$ cat src/hw/rtl/stq_pkg.sv
// ----------------------------------------------------------------------------
// stq_pkg: shared types and constants of the sorted timer queue
// Holds slot and time widths, command and result codes, and the
// command/status bundles between the controller and the datapath.
// ----------------------------------------------------------------------------
package stq_pkg;

   localparam int NumSlots = 16;
   localparam int SlotBits = 4;
   localparam int LinkBits = SlotBits + 1;
   localparam int TimeBits = 32;
   localparam int TagBits  = 32;
   localparam int MaxRes   = 16;
   localparam int ResBits  = 5;

   // null marker is the top bit set
   localparam logic [LinkBits-1:0] LinkNil = {1'b1, {SlotBits{1'b0}}};

   typedef enum logic [1:0] {
      CMD_ADD    = 2'd0,
      CMD_ADJUST = 2'd1,
      CMD_DELETE = 2'd2,
      CMD_TICK   = 2'd3
   } cmd_type;

   typedef enum logic [1:0] {
      KIND_ACK     = 2'd0,
      KIND_EXPIRED = 2'd1,
      KIND_NONE    = 2'd2,
      KIND_RSVD    = 2'd3
   } kind_type;

   typedef enum logic [1:0] {
      STAT_OK     = 2'd0,
      STAT_BUSY   = 2'd1,
      STAT_IDLE   = 2'd2,
      STAT_RSVD   = 2'd3
   } status_type;

   typedef enum logic [3:0] {
      ST_IDLE,
      ST_DECODE,
      ST_UNLINK,
      ST_SCAN,
      ST_LINK,
      ST_TICK_CHK,
      ST_TICK_POP,
      ST_RESP,
      ST_WAIT
   } state_type;

   // controller to datapath
   typedef struct packed {
      logic load;       // capture input word
      logic unlink;     // unlink captured slot
      logic set_active; // mark slot active
      logic clr_active; // mark slot idle
      logic write_exp;  // store expiry (the tag is stored with set_active)
      logic scan_start; // cursor to head
      logic scan_step;  // cursor advance
      logic link;       // link slot before cursor
      logic pop_head;   // unlink head, capture it as result
      logic resp_ack;   // build acknowledge result
      logic resp_none;  // build empty tick result
      logic resp_exp;   // build expired result
      status_type stat;
      logic res_last;
   } stq_cmd_type;

   // datapath to controller
   typedef struct packed {
      cmd_type cmd;
      logic    in_range;
      logic    busy;
      logic    scan_more;  // cursor valid and its time <= new time
      logic    head_due;   // head valid and its time <= now
      logic    next_due;   // entry after the head valid and its time <= now
   } stq_stat_type;

endpackage

$ cat src/hw/rtl/stq_ctrl.sv
// ----------------------------------------------------------------------------
// stq_ctrl: command sequencer of the sorted timer queue
// Walks each command through unlink, sorted scan, link and tick pops,
// and hands result words to the output register.
// ----------------------------------------------------------------------------
module stq_ctrl (
   input  logic                  clock,
   input  logic                  reset,
   input  logic                  req_tvalid,
   output logic                  req_tready,
   output logic                  rsp_tvalid,
   input  logic                  rsp_tready,
   input  stq_pkg::stq_stat_type sts,
   output stq_pkg::stq_cmd_type  cmd
);
   import stq_pkg::*;

   state_type state_ff, state_in;
   logic [ResBits-1:0] cnt_ff, cnt_in;
   logic vld_ff, vld_in;
   logic [SlotBits-1:0] guard_ff, guard_in;
   logic guard_end_ff, guard_end_in;
   status_type stat_ff, stat_in;
   logic last_ff, last_in;

   assign rsp_tvalid = vld_ff;
   assign req_tready = (state_ff == ST_IDLE);

   // next state
   always_comb begin
      state_in = state_ff;
      unique case (state_ff)
         ST_IDLE: if (req_tvalid) state_in = ST_DECODE;
         ST_DECODE: begin
            if (sts.cmd == CMD_TICK) state_in = ST_TICK_CHK;
            else if (!sts.in_range) state_in = ST_RESP;
            else if (sts.cmd == CMD_ADD)
               state_in = sts.busy ? ST_RESP : ST_SCAN;
            else state_in = sts.busy ? ST_UNLINK : ST_RESP;
         end
         ST_UNLINK: state_in = (sts.cmd == CMD_ADJUST) ? ST_SCAN : ST_RESP;
         ST_SCAN: if (!sts.scan_more || guard_end_ff) state_in = ST_LINK;
         ST_LINK: state_in = ST_RESP;
         ST_TICK_CHK: state_in = sts.head_due ? ST_TICK_POP : ST_RESP;
         ST_TICK_POP: state_in = ST_WAIT;
         ST_RESP: state_in = ST_WAIT;
         ST_WAIT: begin
            if (!vld_ff || rsp_tready) begin
               if (sts.cmd == CMD_TICK && !last_ff) state_in = ST_TICK_CHK;
               else state_in = ST_IDLE;
            end
         end
         default: state_in = ST_IDLE;
      endcase
   end

   // outputs
   always_comb begin
      cmd = '0;
      cmd.stat = STAT_OK;
      cmd.load = (state_ff == ST_IDLE) && req_tvalid;
      unique case (state_ff)
         ST_DECODE: if (sts.cmd != CMD_TICK) begin
            cmd.scan_start = 1'b1;
            if (sts.in_range && sts.cmd == CMD_ADD && !sts.busy) begin
               cmd.set_active = 1'b1;
               cmd.write_exp  = 1'b1;
            end
         end
         ST_UNLINK: begin
            cmd.unlink = 1'b1;
            if (sts.cmd == CMD_ADJUST) cmd.write_exp = 1'b1;
            else cmd.clr_active = 1'b1;
         end
         ST_SCAN: begin
            cmd.scan_step = sts.scan_more && !guard_end_ff;
         end
         ST_LINK: cmd.link = 1'b1;
         ST_TICK_POP: begin
            cmd.pop_head = 1'b1;
            cmd.resp_exp = 1'b1;
            // last when the next entry is not due or the cap is reached
            cmd.res_last = !(sts.next_due && cnt_ff != ResBits'(MaxRes - 1));
         end
         ST_RESP: begin
            cmd.res_last = 1'b1;
            if (sts.cmd == CMD_TICK) cmd.resp_none = 1'b1;
            else begin
               cmd.resp_ack = 1'b1;
               cmd.stat = stat_ff;
            end
         end
         default: ;
      endcase
   end

   // counters, decoded status and result valid
   always_comb begin
      cnt_in = cnt_ff;
      guard_in = guard_ff;
      guard_end_in = guard_end_ff;
      stat_in = stat_ff;
      last_in = last_ff;
      vld_in = vld_ff;
      if (vld_ff && rsp_tready) vld_in = 1'b0;
      if (state_ff == ST_IDLE) cnt_in = '0;
      if (state_ff == ST_DECODE) begin
         guard_in = '0;
         guard_end_in = 1'b0;
         // status as seen before the command changes the slot
         if (!sts.in_range) stat_in = STAT_IDLE;
         else if (sts.cmd == CMD_ADD) stat_in = sts.busy ? STAT_BUSY : STAT_OK;
         else stat_in = sts.busy ? STAT_OK : STAT_IDLE;
      end
      if (cmd.scan_step) begin
         guard_in = guard_ff + 1'b1;
         guard_end_in = (guard_ff == SlotBits'(NumSlots - 1));
      end
      if (cmd.resp_exp) cnt_in = cnt_ff + 1'b1;
      if (cmd.resp_ack || cmd.resp_none || cmd.resp_exp) begin
         vld_in = 1'b1;
         last_in = cmd.res_last;
      end
   end

   always_ff @(posedge clock) begin
      if (reset) begin
         state_ff <= ST_IDLE;
         cnt_ff <= '0;
         vld_ff <= 1'b0;
         guard_ff <= '0;
         guard_end_ff <= 1'b0;
         stat_ff <= STAT_OK;
         last_ff <= 1'b0;
      end else begin
         state_ff <= state_in;
         cnt_ff <= cnt_in;
         vld_ff <= vld_in;
         guard_ff <= guard_in;
         guard_end_ff <= guard_end_in;
         stat_ff <= stat_in;
         last_ff <= last_in;
      end
   end

endmodule

$ cat src/hw/rtl/stq_dpath.sv
// ----------------------------------------------------------------------------
// stq_dpath: slot tables, linked list and result register
// Holds the per-slot expiry, tag and links, the head and tail pointers,
// the scan cursor, and the held result word with its last flag.
// ----------------------------------------------------------------------------
module stq_dpath (
   input  logic                  clock,
   input  logic                  reset,
   input  logic [79:0]           req_tdata,
   input  logic [31:0]           req_tuser,
   input  logic                  rsp_fire,
   input  stq_pkg::stq_cmd_type  cmd,
   output stq_pkg::stq_stat_type sts,
   output logic [39:0]           rsp_tdata,
   output logic [3:0]            rsp_tuser,
   output logic                  rsp_tlast
);
   import stq_pkg::*;

   logic [NumSlots-1:0] act_ff, act_in;
   logic [TimeBits-1:0] exp_ff  [NumSlots];
   logic [TagBits-1:0]  tag_ff  [NumSlots];
   logic [LinkBits-1:0] nxt_ff  [NumSlots];
   logic [LinkBits-1:0] prv_ff  [NumSlots];
   logic [LinkBits-1:0] head_ff, tail_ff, cur_ff, prv_cur_ff;

   cmd_type             op_ff;
   logic [SlotBits-1:0] slot_ff;
   logic [TimeBits-1:0] t_ff, now_ff;
   logic [TagBits-1:0]  utag_ff;

   kind_type            r_kind_ff;
   status_type          r_stat_ff;
   logic [SlotBits-1:0] r_slot_ff;
   logic [TagBits-1:0]  r_tag_ff;
   logic                r_last_ff;

   logic [SlotBits-1:0] hs;
   logic [LinkBits-1:0] hn;
   logic [LinkBits-1:0] u_p, u_n;
   logic [SlotBits-1:0] us;

   assign hs = head_ff[SlotBits-1:0];
   assign hn = nxt_ff[hs];
   // unlink target: captured slot or head
   assign us  = cmd.pop_head ? hs : slot_ff;
   assign u_p = prv_ff[us];
   assign u_n = nxt_ff[us];

   // status toward the controller
   always_comb begin
      sts.cmd = op_ff;
      sts.in_range = 1'b1;
      sts.busy = act_ff[slot_ff];
      sts.scan_more = !cur_ff[SlotBits] && (exp_ff[cur_ff[SlotBits-1:0]] <= t_ff);
      sts.head_due = !head_ff[SlotBits] && (exp_ff[hs] <= now_ff);
      sts.next_due = !head_ff[SlotBits] && !hn[SlotBits] &&
                     (exp_ff[hn[SlotBits-1:0]] <= now_ff);
   end

   // active bits
   always_comb begin
      act_in = act_ff;
      if (cmd.set_active) act_in[slot_ff] = 1'b1;
      if (cmd.clr_active) act_in[slot_ff] = 1'b0;
      if (cmd.pop_head) act_in[hs] = 1'b0;
   end

   always_ff @(posedge clock) begin
      if (reset) begin
         act_ff <= '0;
         head_ff <= LinkNil;
         tail_ff <= LinkNil;
      end else begin
         act_ff <= act_in;
         // unlink of a slot or of the head
         if (cmd.unlink || cmd.pop_head) begin
            if (u_p[SlotBits]) head_ff <= u_n;
            if (u_n[SlotBits]) tail_ff <= u_p;
         end
         // link before the cursor
         if (cmd.link) begin
            if (prv_cur_ff[SlotBits]) head_ff <= {1'b0, slot_ff};
            if (cur_ff[SlotBits]) tail_ff <= {1'b0, slot_ff};
         end
      end
   end

   // tables, cursor, captured word and result register
   always_ff @(posedge clock) begin
      if (cmd.load) begin
         op_ff   <= cmd_type'(req_tdata[1:0]);
         slot_ff <= req_tdata[5:2];
         t_ff    <= req_tdata[37:6];
         utag_ff <= req_tdata[69:38];
         now_ff  <= req_tuser;
      end
      if (cmd.write_exp) exp_ff[slot_ff] <= t_ff;
      if (cmd.set_active) tag_ff[slot_ff] <= utag_ff;
      if (cmd.unlink || cmd.pop_head) begin
         if (!u_p[SlotBits]) nxt_ff[u_p[SlotBits-1:0]] <= u_n;
         if (!u_n[SlotBits]) prv_ff[u_n[SlotBits-1:0]] <= u_p;
      end
      if (cmd.scan_start) begin
         cur_ff <= head_ff;
         prv_cur_ff <= LinkNil;
      end
      if (cmd.unlink && head_ff == {1'b0, slot_ff}) cur_ff <= u_n;
      if (cmd.scan_step) begin
         prv_cur_ff <= cur_ff;
         cur_ff <= nxt_ff[cur_ff[SlotBits-1:0]];
      end
      if (cmd.link) begin
         prv_ff[slot_ff] <= prv_cur_ff;
         nxt_ff[slot_ff] <= cur_ff;
         if (!prv_cur_ff[SlotBits]) nxt_ff[prv_cur_ff[SlotBits-1:0]] <= {1'b0, slot_ff};
         if (!cur_ff[SlotBits]) prv_ff[cur_ff[SlotBits-1:0]] <= {1'b0, slot_ff};
      end
      if (cmd.resp_ack) begin
         r_kind_ff <= KIND_ACK;
         r_stat_ff <= cmd.stat;
         r_slot_ff <= slot_ff;
         r_tag_ff  <= '0;
      end
      if (cmd.resp_none) begin
         r_kind_ff <= KIND_NONE;
         r_stat_ff <= STAT_OK;
         r_slot_ff <= '0;
         r_tag_ff  <= '0;
      end
      if (cmd.resp_exp) begin
         r_kind_ff <= KIND_EXPIRED;
         r_stat_ff <= STAT_OK;
         r_slot_ff <= hs;
         r_tag_ff  <= tag_ff[hs];
      end
      if (cmd.resp_ack || cmd.resp_none || cmd.resp_exp) r_last_ff <= cmd.res_last;
      else if (cmd.res_last) r_last_ff <= 1'b1;
      else if (rsp_fire) r_last_ff <= 1'b0;
   end

   assign rsp_tdata = {2'b00, r_tag_ff, r_slot_ff, r_stat_ff};
   assign rsp_tuser = {2'b00, r_kind_ff};
   assign rsp_tlast = r_last_ff;

endmodule

$ cat src/hw/rtl/sorted_timer_queue_top.sv
// ----------------------------------------------------------------------------
// sorted_timer_queue_top: ascending sorted timer list of sixteen slots
//
//  channel | dir | tdata                               | tuser    | tlast
//  req     | in  | cmd, slot_id, expire_time, user_tag | now_time | -
//  rsp     | out | status, expired_slot, expired_tag   | kind     | last
//
// One command at a time. Add and adjust run a sorted scan that passes up to
// 15 list entries; delete and an empty tick need no scan; a tick that
// expires entries returns one result word per expired entry.
// Reset clears the active bits and empties the list.
// Each result word is held in an output register until rsp_tready; a stall
// holds the sequencer in its wait state.
// ----------------------------------------------------------------------------
module sorted_timer_queue_top (
   input  logic        clock,
   input  logic        reset,
   input  logic        req_tvalid,
   output logic        req_tready,
   input  logic [79:0] req_tdata,  // cmd, slot_id, expire_time, user_tag, zero pad
   input  logic [31:0] req_tuser,  // now_time
   output logic        rsp_tvalid,
   input  logic        rsp_tready,
   output logic [39:0] rsp_tdata,  // status, expired_slot, expired_tag, zero pad
   output logic [3:0]  rsp_tuser,  // kind, zero pad
   output logic        rsp_tlast   // last
);
   import stq_pkg::*;

   stq_cmd_type  cmd;
   stq_stat_type sts;

   stq_ctrl u_ctrl (
      .clock, .reset, .req_tvalid, .req_tready, .rsp_tvalid, .rsp_tready,
      .sts, .cmd
   );

   stq_dpath u_dpath (
      .clock, .reset, .req_tdata, .req_tuser,
      .rsp_fire(rsp_tvalid && rsp_tready),
      .cmd, .sts, .rsp_tdata, .rsp_tuser, .rsp_tlast
   );

endmodule

$ cat config.mk
export PLATFORM = sky130hd
export DESIGN_NAME = sorted_timer_queue_top
export DESIGN_NICKNAME = d
export VERILOG_FILES = /design/src/hw/rtl/stq_pkg.sv /design/src/hw/rtl/stq_ctrl.sv /design/src/hw/rtl/stq_dpath.sv /design/src/hw/rtl/sorted_timer_queue_top.sv
export SDC_FILE = /design/constraint.sdc
export NUM_CORES = 2
export LEC_CHECK = 0
export ABC_AREA = 1
export BUFFER_PORTS_ARGS = -buffer_cell sky130_fd_sc_hd__buf_2
export CORE_MARGIN = 2
export CORE_UTILIZATION = 55
export CTS_CLUSTER_SIZE = 30
export DETAILED_ROUTE_END_ITERATION = 8
export PLACE_DENSITY = 0.74
export SKIP_LAST_GASP = 1
export SLEW_MARGIN = 20
export SYNTH_ARGS = -nofsm -noshare
export SYNTH_HDL_FRONTEND = slang
export SYNTH_HIERARCHICAL = 1
export SYNTH_SLANG_ARGS = --single-unit
$ cat constraint.sdc
create_clock -name clock -period 8.1 [get_ports clock]
set_clock_uncertainty 0.2 [all_clocks]
set_input_delay 0.405 -clock clock [delete_from_list [all_inputs] [get_ports clock]]
set_output_delay 0.405 -clock clock [all_outputs]
set_load 0.01 [all_outputs]
==> impl_metrics.py <==
metrics = {
    "run_status": {
        "outcome": "finished, violations left",
        "violations": "DRC",
    },
    "floorplan": {
        "start_util_pct": 55.3,
        "ios": 163,
        "die_x_um": 356,
        "core_area_um2": 123000,
        "die-height_um": 356,
        "die-area_um2": 127000,
        "rows": 129,
    },
    "critical_path": {
        "path_max_fanout": 59,
        "startpoint_type": "flip-flop",
        "worst_ep_required_time_ps": 8480,
        "worstSetupPathType": "flip-flop to flip-flop",
        "end_kind": "flip-flop",
        "worstPathArrival_ps": 7440,
    },
    "power": {
        "p_clk_share_pct": 21.4,
        "powerDensity_nw_per_um2": 417,
        "peakVddDrop_mv": 0.573,
        "p_int_uw": 17100,
        "p_leak_uw": 0.0275,
        "swShare_pct": 46.1,
        "combPwrFrac_pct": 48.6,
        "power.switching_uw": 14700,
        "seqPwrFrac_pct": 30.0,
    },
    "grt": {
        "antenna_found_initial": 5,
        "grt_pass1_wl_um": 335000,
        "overflow": 0,
        "track_usage_pct": 35.2,
        "grt_pass1_vias": 54800,
        "grt_max_degree": 170,
    },
    "layout": {
        "drive_gt1_share_pct": 8.96,
        "final_common_cell": "edfxtp_1",
        "antennaDiodeCount": 0,
        "nFillCells": 9672,
        "syn2layout_area_growth_pct": 11.8,
        "mostFrequentLayoutCells": "1301 x edfxtp_1, 1109 x nand2_1, 772 x nand3_1, 578 x o21ai_0, 514 x a22oi_1",
        "final_net_count": 7020,
        "ff_latch_area_um2": 40700,
        "multi_input_area_um2": 24100,
        "finish.utilization_pct": 61.8,
    },
    "timing": {
        "fin_crit_ps": 7060,
        "grt_setup_unrepaired": "no",
        "finalCritPeriodShare_pct": 87.2,
        "finalHoldViolCount": 0,
        "setup_violations": 0,
        "tightest_slew_ps": 1180,
        "slew_headroom_pct": 20.9,
        "tns_ps": 0,
        "maxSlewViolCount": 0,
        "max_freq_mhz": 142,
    },
    "cts": {
        "cts_sinks": 1380,
        "clkTransAtPathRegs_ps": 60,
        "cts_buffers": 147,
        "root_buffer": "clkbuf_16",
        "clock_path_buffers": 3,
        "cts_tree": "built",
        "insertion_delay_ps": 840,
        "cts_htree_levels": 4,
        "cts_resized": 0,
    },
    "detailed_routing": {
        "dr.first_iter.drc_count": 10200,
        "routed_wl_um": 230000,
        "via_per_inst": 6.78,
        "ant_nets": 0,
        "top_layer": "met5",
        "drc_errors": 38,
        "vias": 58000,
        "dr_wl_met2_um": 101000,
        "wl_met1_um": 79900,
        "wl_met3_um": 33700,
        "first_pass_iters": 9,
        "wl_per_cell_um": 26.8,
    },
    "synthesis": {
        "netlist_area_um2": 68200,
        "seq_area_frac_synth_pct": 59.6,
        "synth_seq_cells": 1380,
        "synth_ff_type": "edfxtp_1",
        "synth-async-reset-ratio_pct": 0,
        "synth_cell_type_count": 52,
        "synthCells": 6768,
        "avgSynthCellArea_um2": 10.1,
        "yosys_warnings": 6,
        "synth_edf_count": 1301,
    },
    "run": {
        "maxCapViolCount": 0,
    },
    "place": {
        "gp_congestion": 1.02,
        "hpwlAfterDp_um": 122000,
        "io_buffers": 148,
    },
    "min_path": {
        "min_path_type": "input port to flip-flop",
    },
}
[worst max-delay path, cell delays in order, from the launching register on]
cell	delay, ps
dfxtp_1	430
nor2_4	480
buf_4	310
buf_4	690
nand2_1	100
o21ai_0	110
o21ai_1	130
nand2_1	140
nor2_4	60
inv_4	440
buf_12	390
nand3_1	130
nand3_1	90
nand3_1	80
nand2_1	130
inv_1	50
ha_1	280
nand2_1	80
nor2_1	200
nand4_1	270
nor2_1	580
nand3_1	350
a21oi_1	260
buf_4	210
nand3b_1	90
nand2_1	90
inv_1	50
or3_1	350
[synthesized netlist by cell type (99+ instances only)]
cell type / n / area (µm²)
clkbuf_1: 281 / 1050
o22ai_1: 135 / 845
o21ai_0: 578 / 2890
nor2_1: 522 / 1960
ha_1: 99 / 1240
o221ai_1: 108 / 946
edfxtp_1: 1301 / 39100
inv_1: 381 / 1430
nand2_1: 1112 / 4170
buf_2: 141 / 706
nand3_1: 772 / 3860
a21oi_1: 301 / 1510
a22oi_1: 514 / 3860
[area by class of cell]
| cell class | count | area share (%) |
|---|---|---|
| tap | 1637 | 2.69 |
| clock buffer | 176 | 5.04 |
| clock inverter | 91 | 1.34 |
| sequential | 1380 | 53.3 |
| inverter | 424 | 2.14 |
| multi-input combinational | 4473 | 31.6 |
| timing repair buffer | 379 | 3.83 |
[worst paths after layout]
check / startpoint / to / slack (ps) / cells after the start
setup / recovery: u_dpath/head_ff[0]$_SDFF_PP0_ / u_dpath/rsp_tlast$_DFFE_PP_ / 1040 / 27
hold reg to reg: u_ctrl/cnt_ff[4]$_SDFFE_PP0P_ / u_ctrl/cnt_ff[4]$_SDFFE_PP0P_ / 260 / 2
hold / removal: req_tdata[1] / u_dpath/op_ff[1]$_DFFE_PP_ / 90 / 2
setup reg to reg: u_dpath/head_ff[0]$_SDFF_PP0_ / u_dpath/rsp_tlast$_DFFE_PP_ / 1040 / 27
[cells by family (layout without fill, tap and decap cells)]
group | Yosys count | count (layout) | share of synthesized area, %
simple gates | 2515 | 2515 | 15.8
flops | 1380 | 1380 | 59.6
fa+ha+maj | 99 | 99 | 1.82
other cells | 2 | 5 | 0.0110
xor+xnor | 1 | 1 | 0.0128
compound gates | 1853 | 1853 | 17.3
buf+inv | 918 | 1070 | 5.55
[per-layer routing]
layer / GRT usage (%) / vias up
met3: 9.45 / 1102
met4: 21.0 / 6
met2: 53.5 / 4992
met5: 0 / -
met1: 45.5 / 27100
li1: - / 24800
[registers in the layout, summed over array words and instances, names as in the netlist, 2 cells and up, named ones only]
name	cells
u_ctrl/state_ff	4
u_ctrl/stat_ff	2
u_dpath/now_ff	32
u_dpath/r_kind_ff	2
u_ctrl/cnt_ff	5
u_dpath/nxt_ff	80
u_ctrl/guard_ff	4
u_dpath/prv_cur_ff	5
u_dpath/op_ff	2
u_dpath/r_stat_ff	2
u_dpath/r_tag_ff	32
u_dpath/head_ff	5
u_dpath/act_ff	16
u_dpath/slot_ff	4
u_dpath/prv_ff	80
u_dpath/utag_ff	32
u_dpath/tag_ff	512
u_dpath/t_ff	32
u_dpath/cur_ff	5
u_dpath/r_slot_ff	4
u_dpath/exp_ff	512
[power groups by stage]
stage	clock network (µW)	registers [µW]	logic, µW
floorplan	0	9220	10100
global placement	0	9590	14300
detailed placement	0	9620	14500
CTS	6850	9480	14700
global route	7140	9570	16400
finish	6810	9530	15500
[metrics by stage]
| step | instances | power [µW] | setup WS [ps] | hold WS (ps) | instance area, µm² |
|---|---|---|---|---|---|
| after floorplan | 6771 | 19400 | 2860 | 234 | 68200 |
| after detailed placement | 8185 | 24200 | 1590 | 253 | 70300 |
| after global placement | 8185 | 23900 | 1550 | 249 | 70300 |
| after CTS | 8558 | 31000 | 1550 | 46.4 | 76200 |
| final | 8560 | 31800 | 1040 | 86.8 | 76200 |
| after global routing | 8560 | 33100 | 1100 | 70.1 | 76200 |
[repair_timing]
action                                 4_1_cts  5_1_grt
buffers inserted                             0        0
hold buffers                               106        0
endpoints found under the hold margin      134        0
Power figures use the tool's default switching activity.
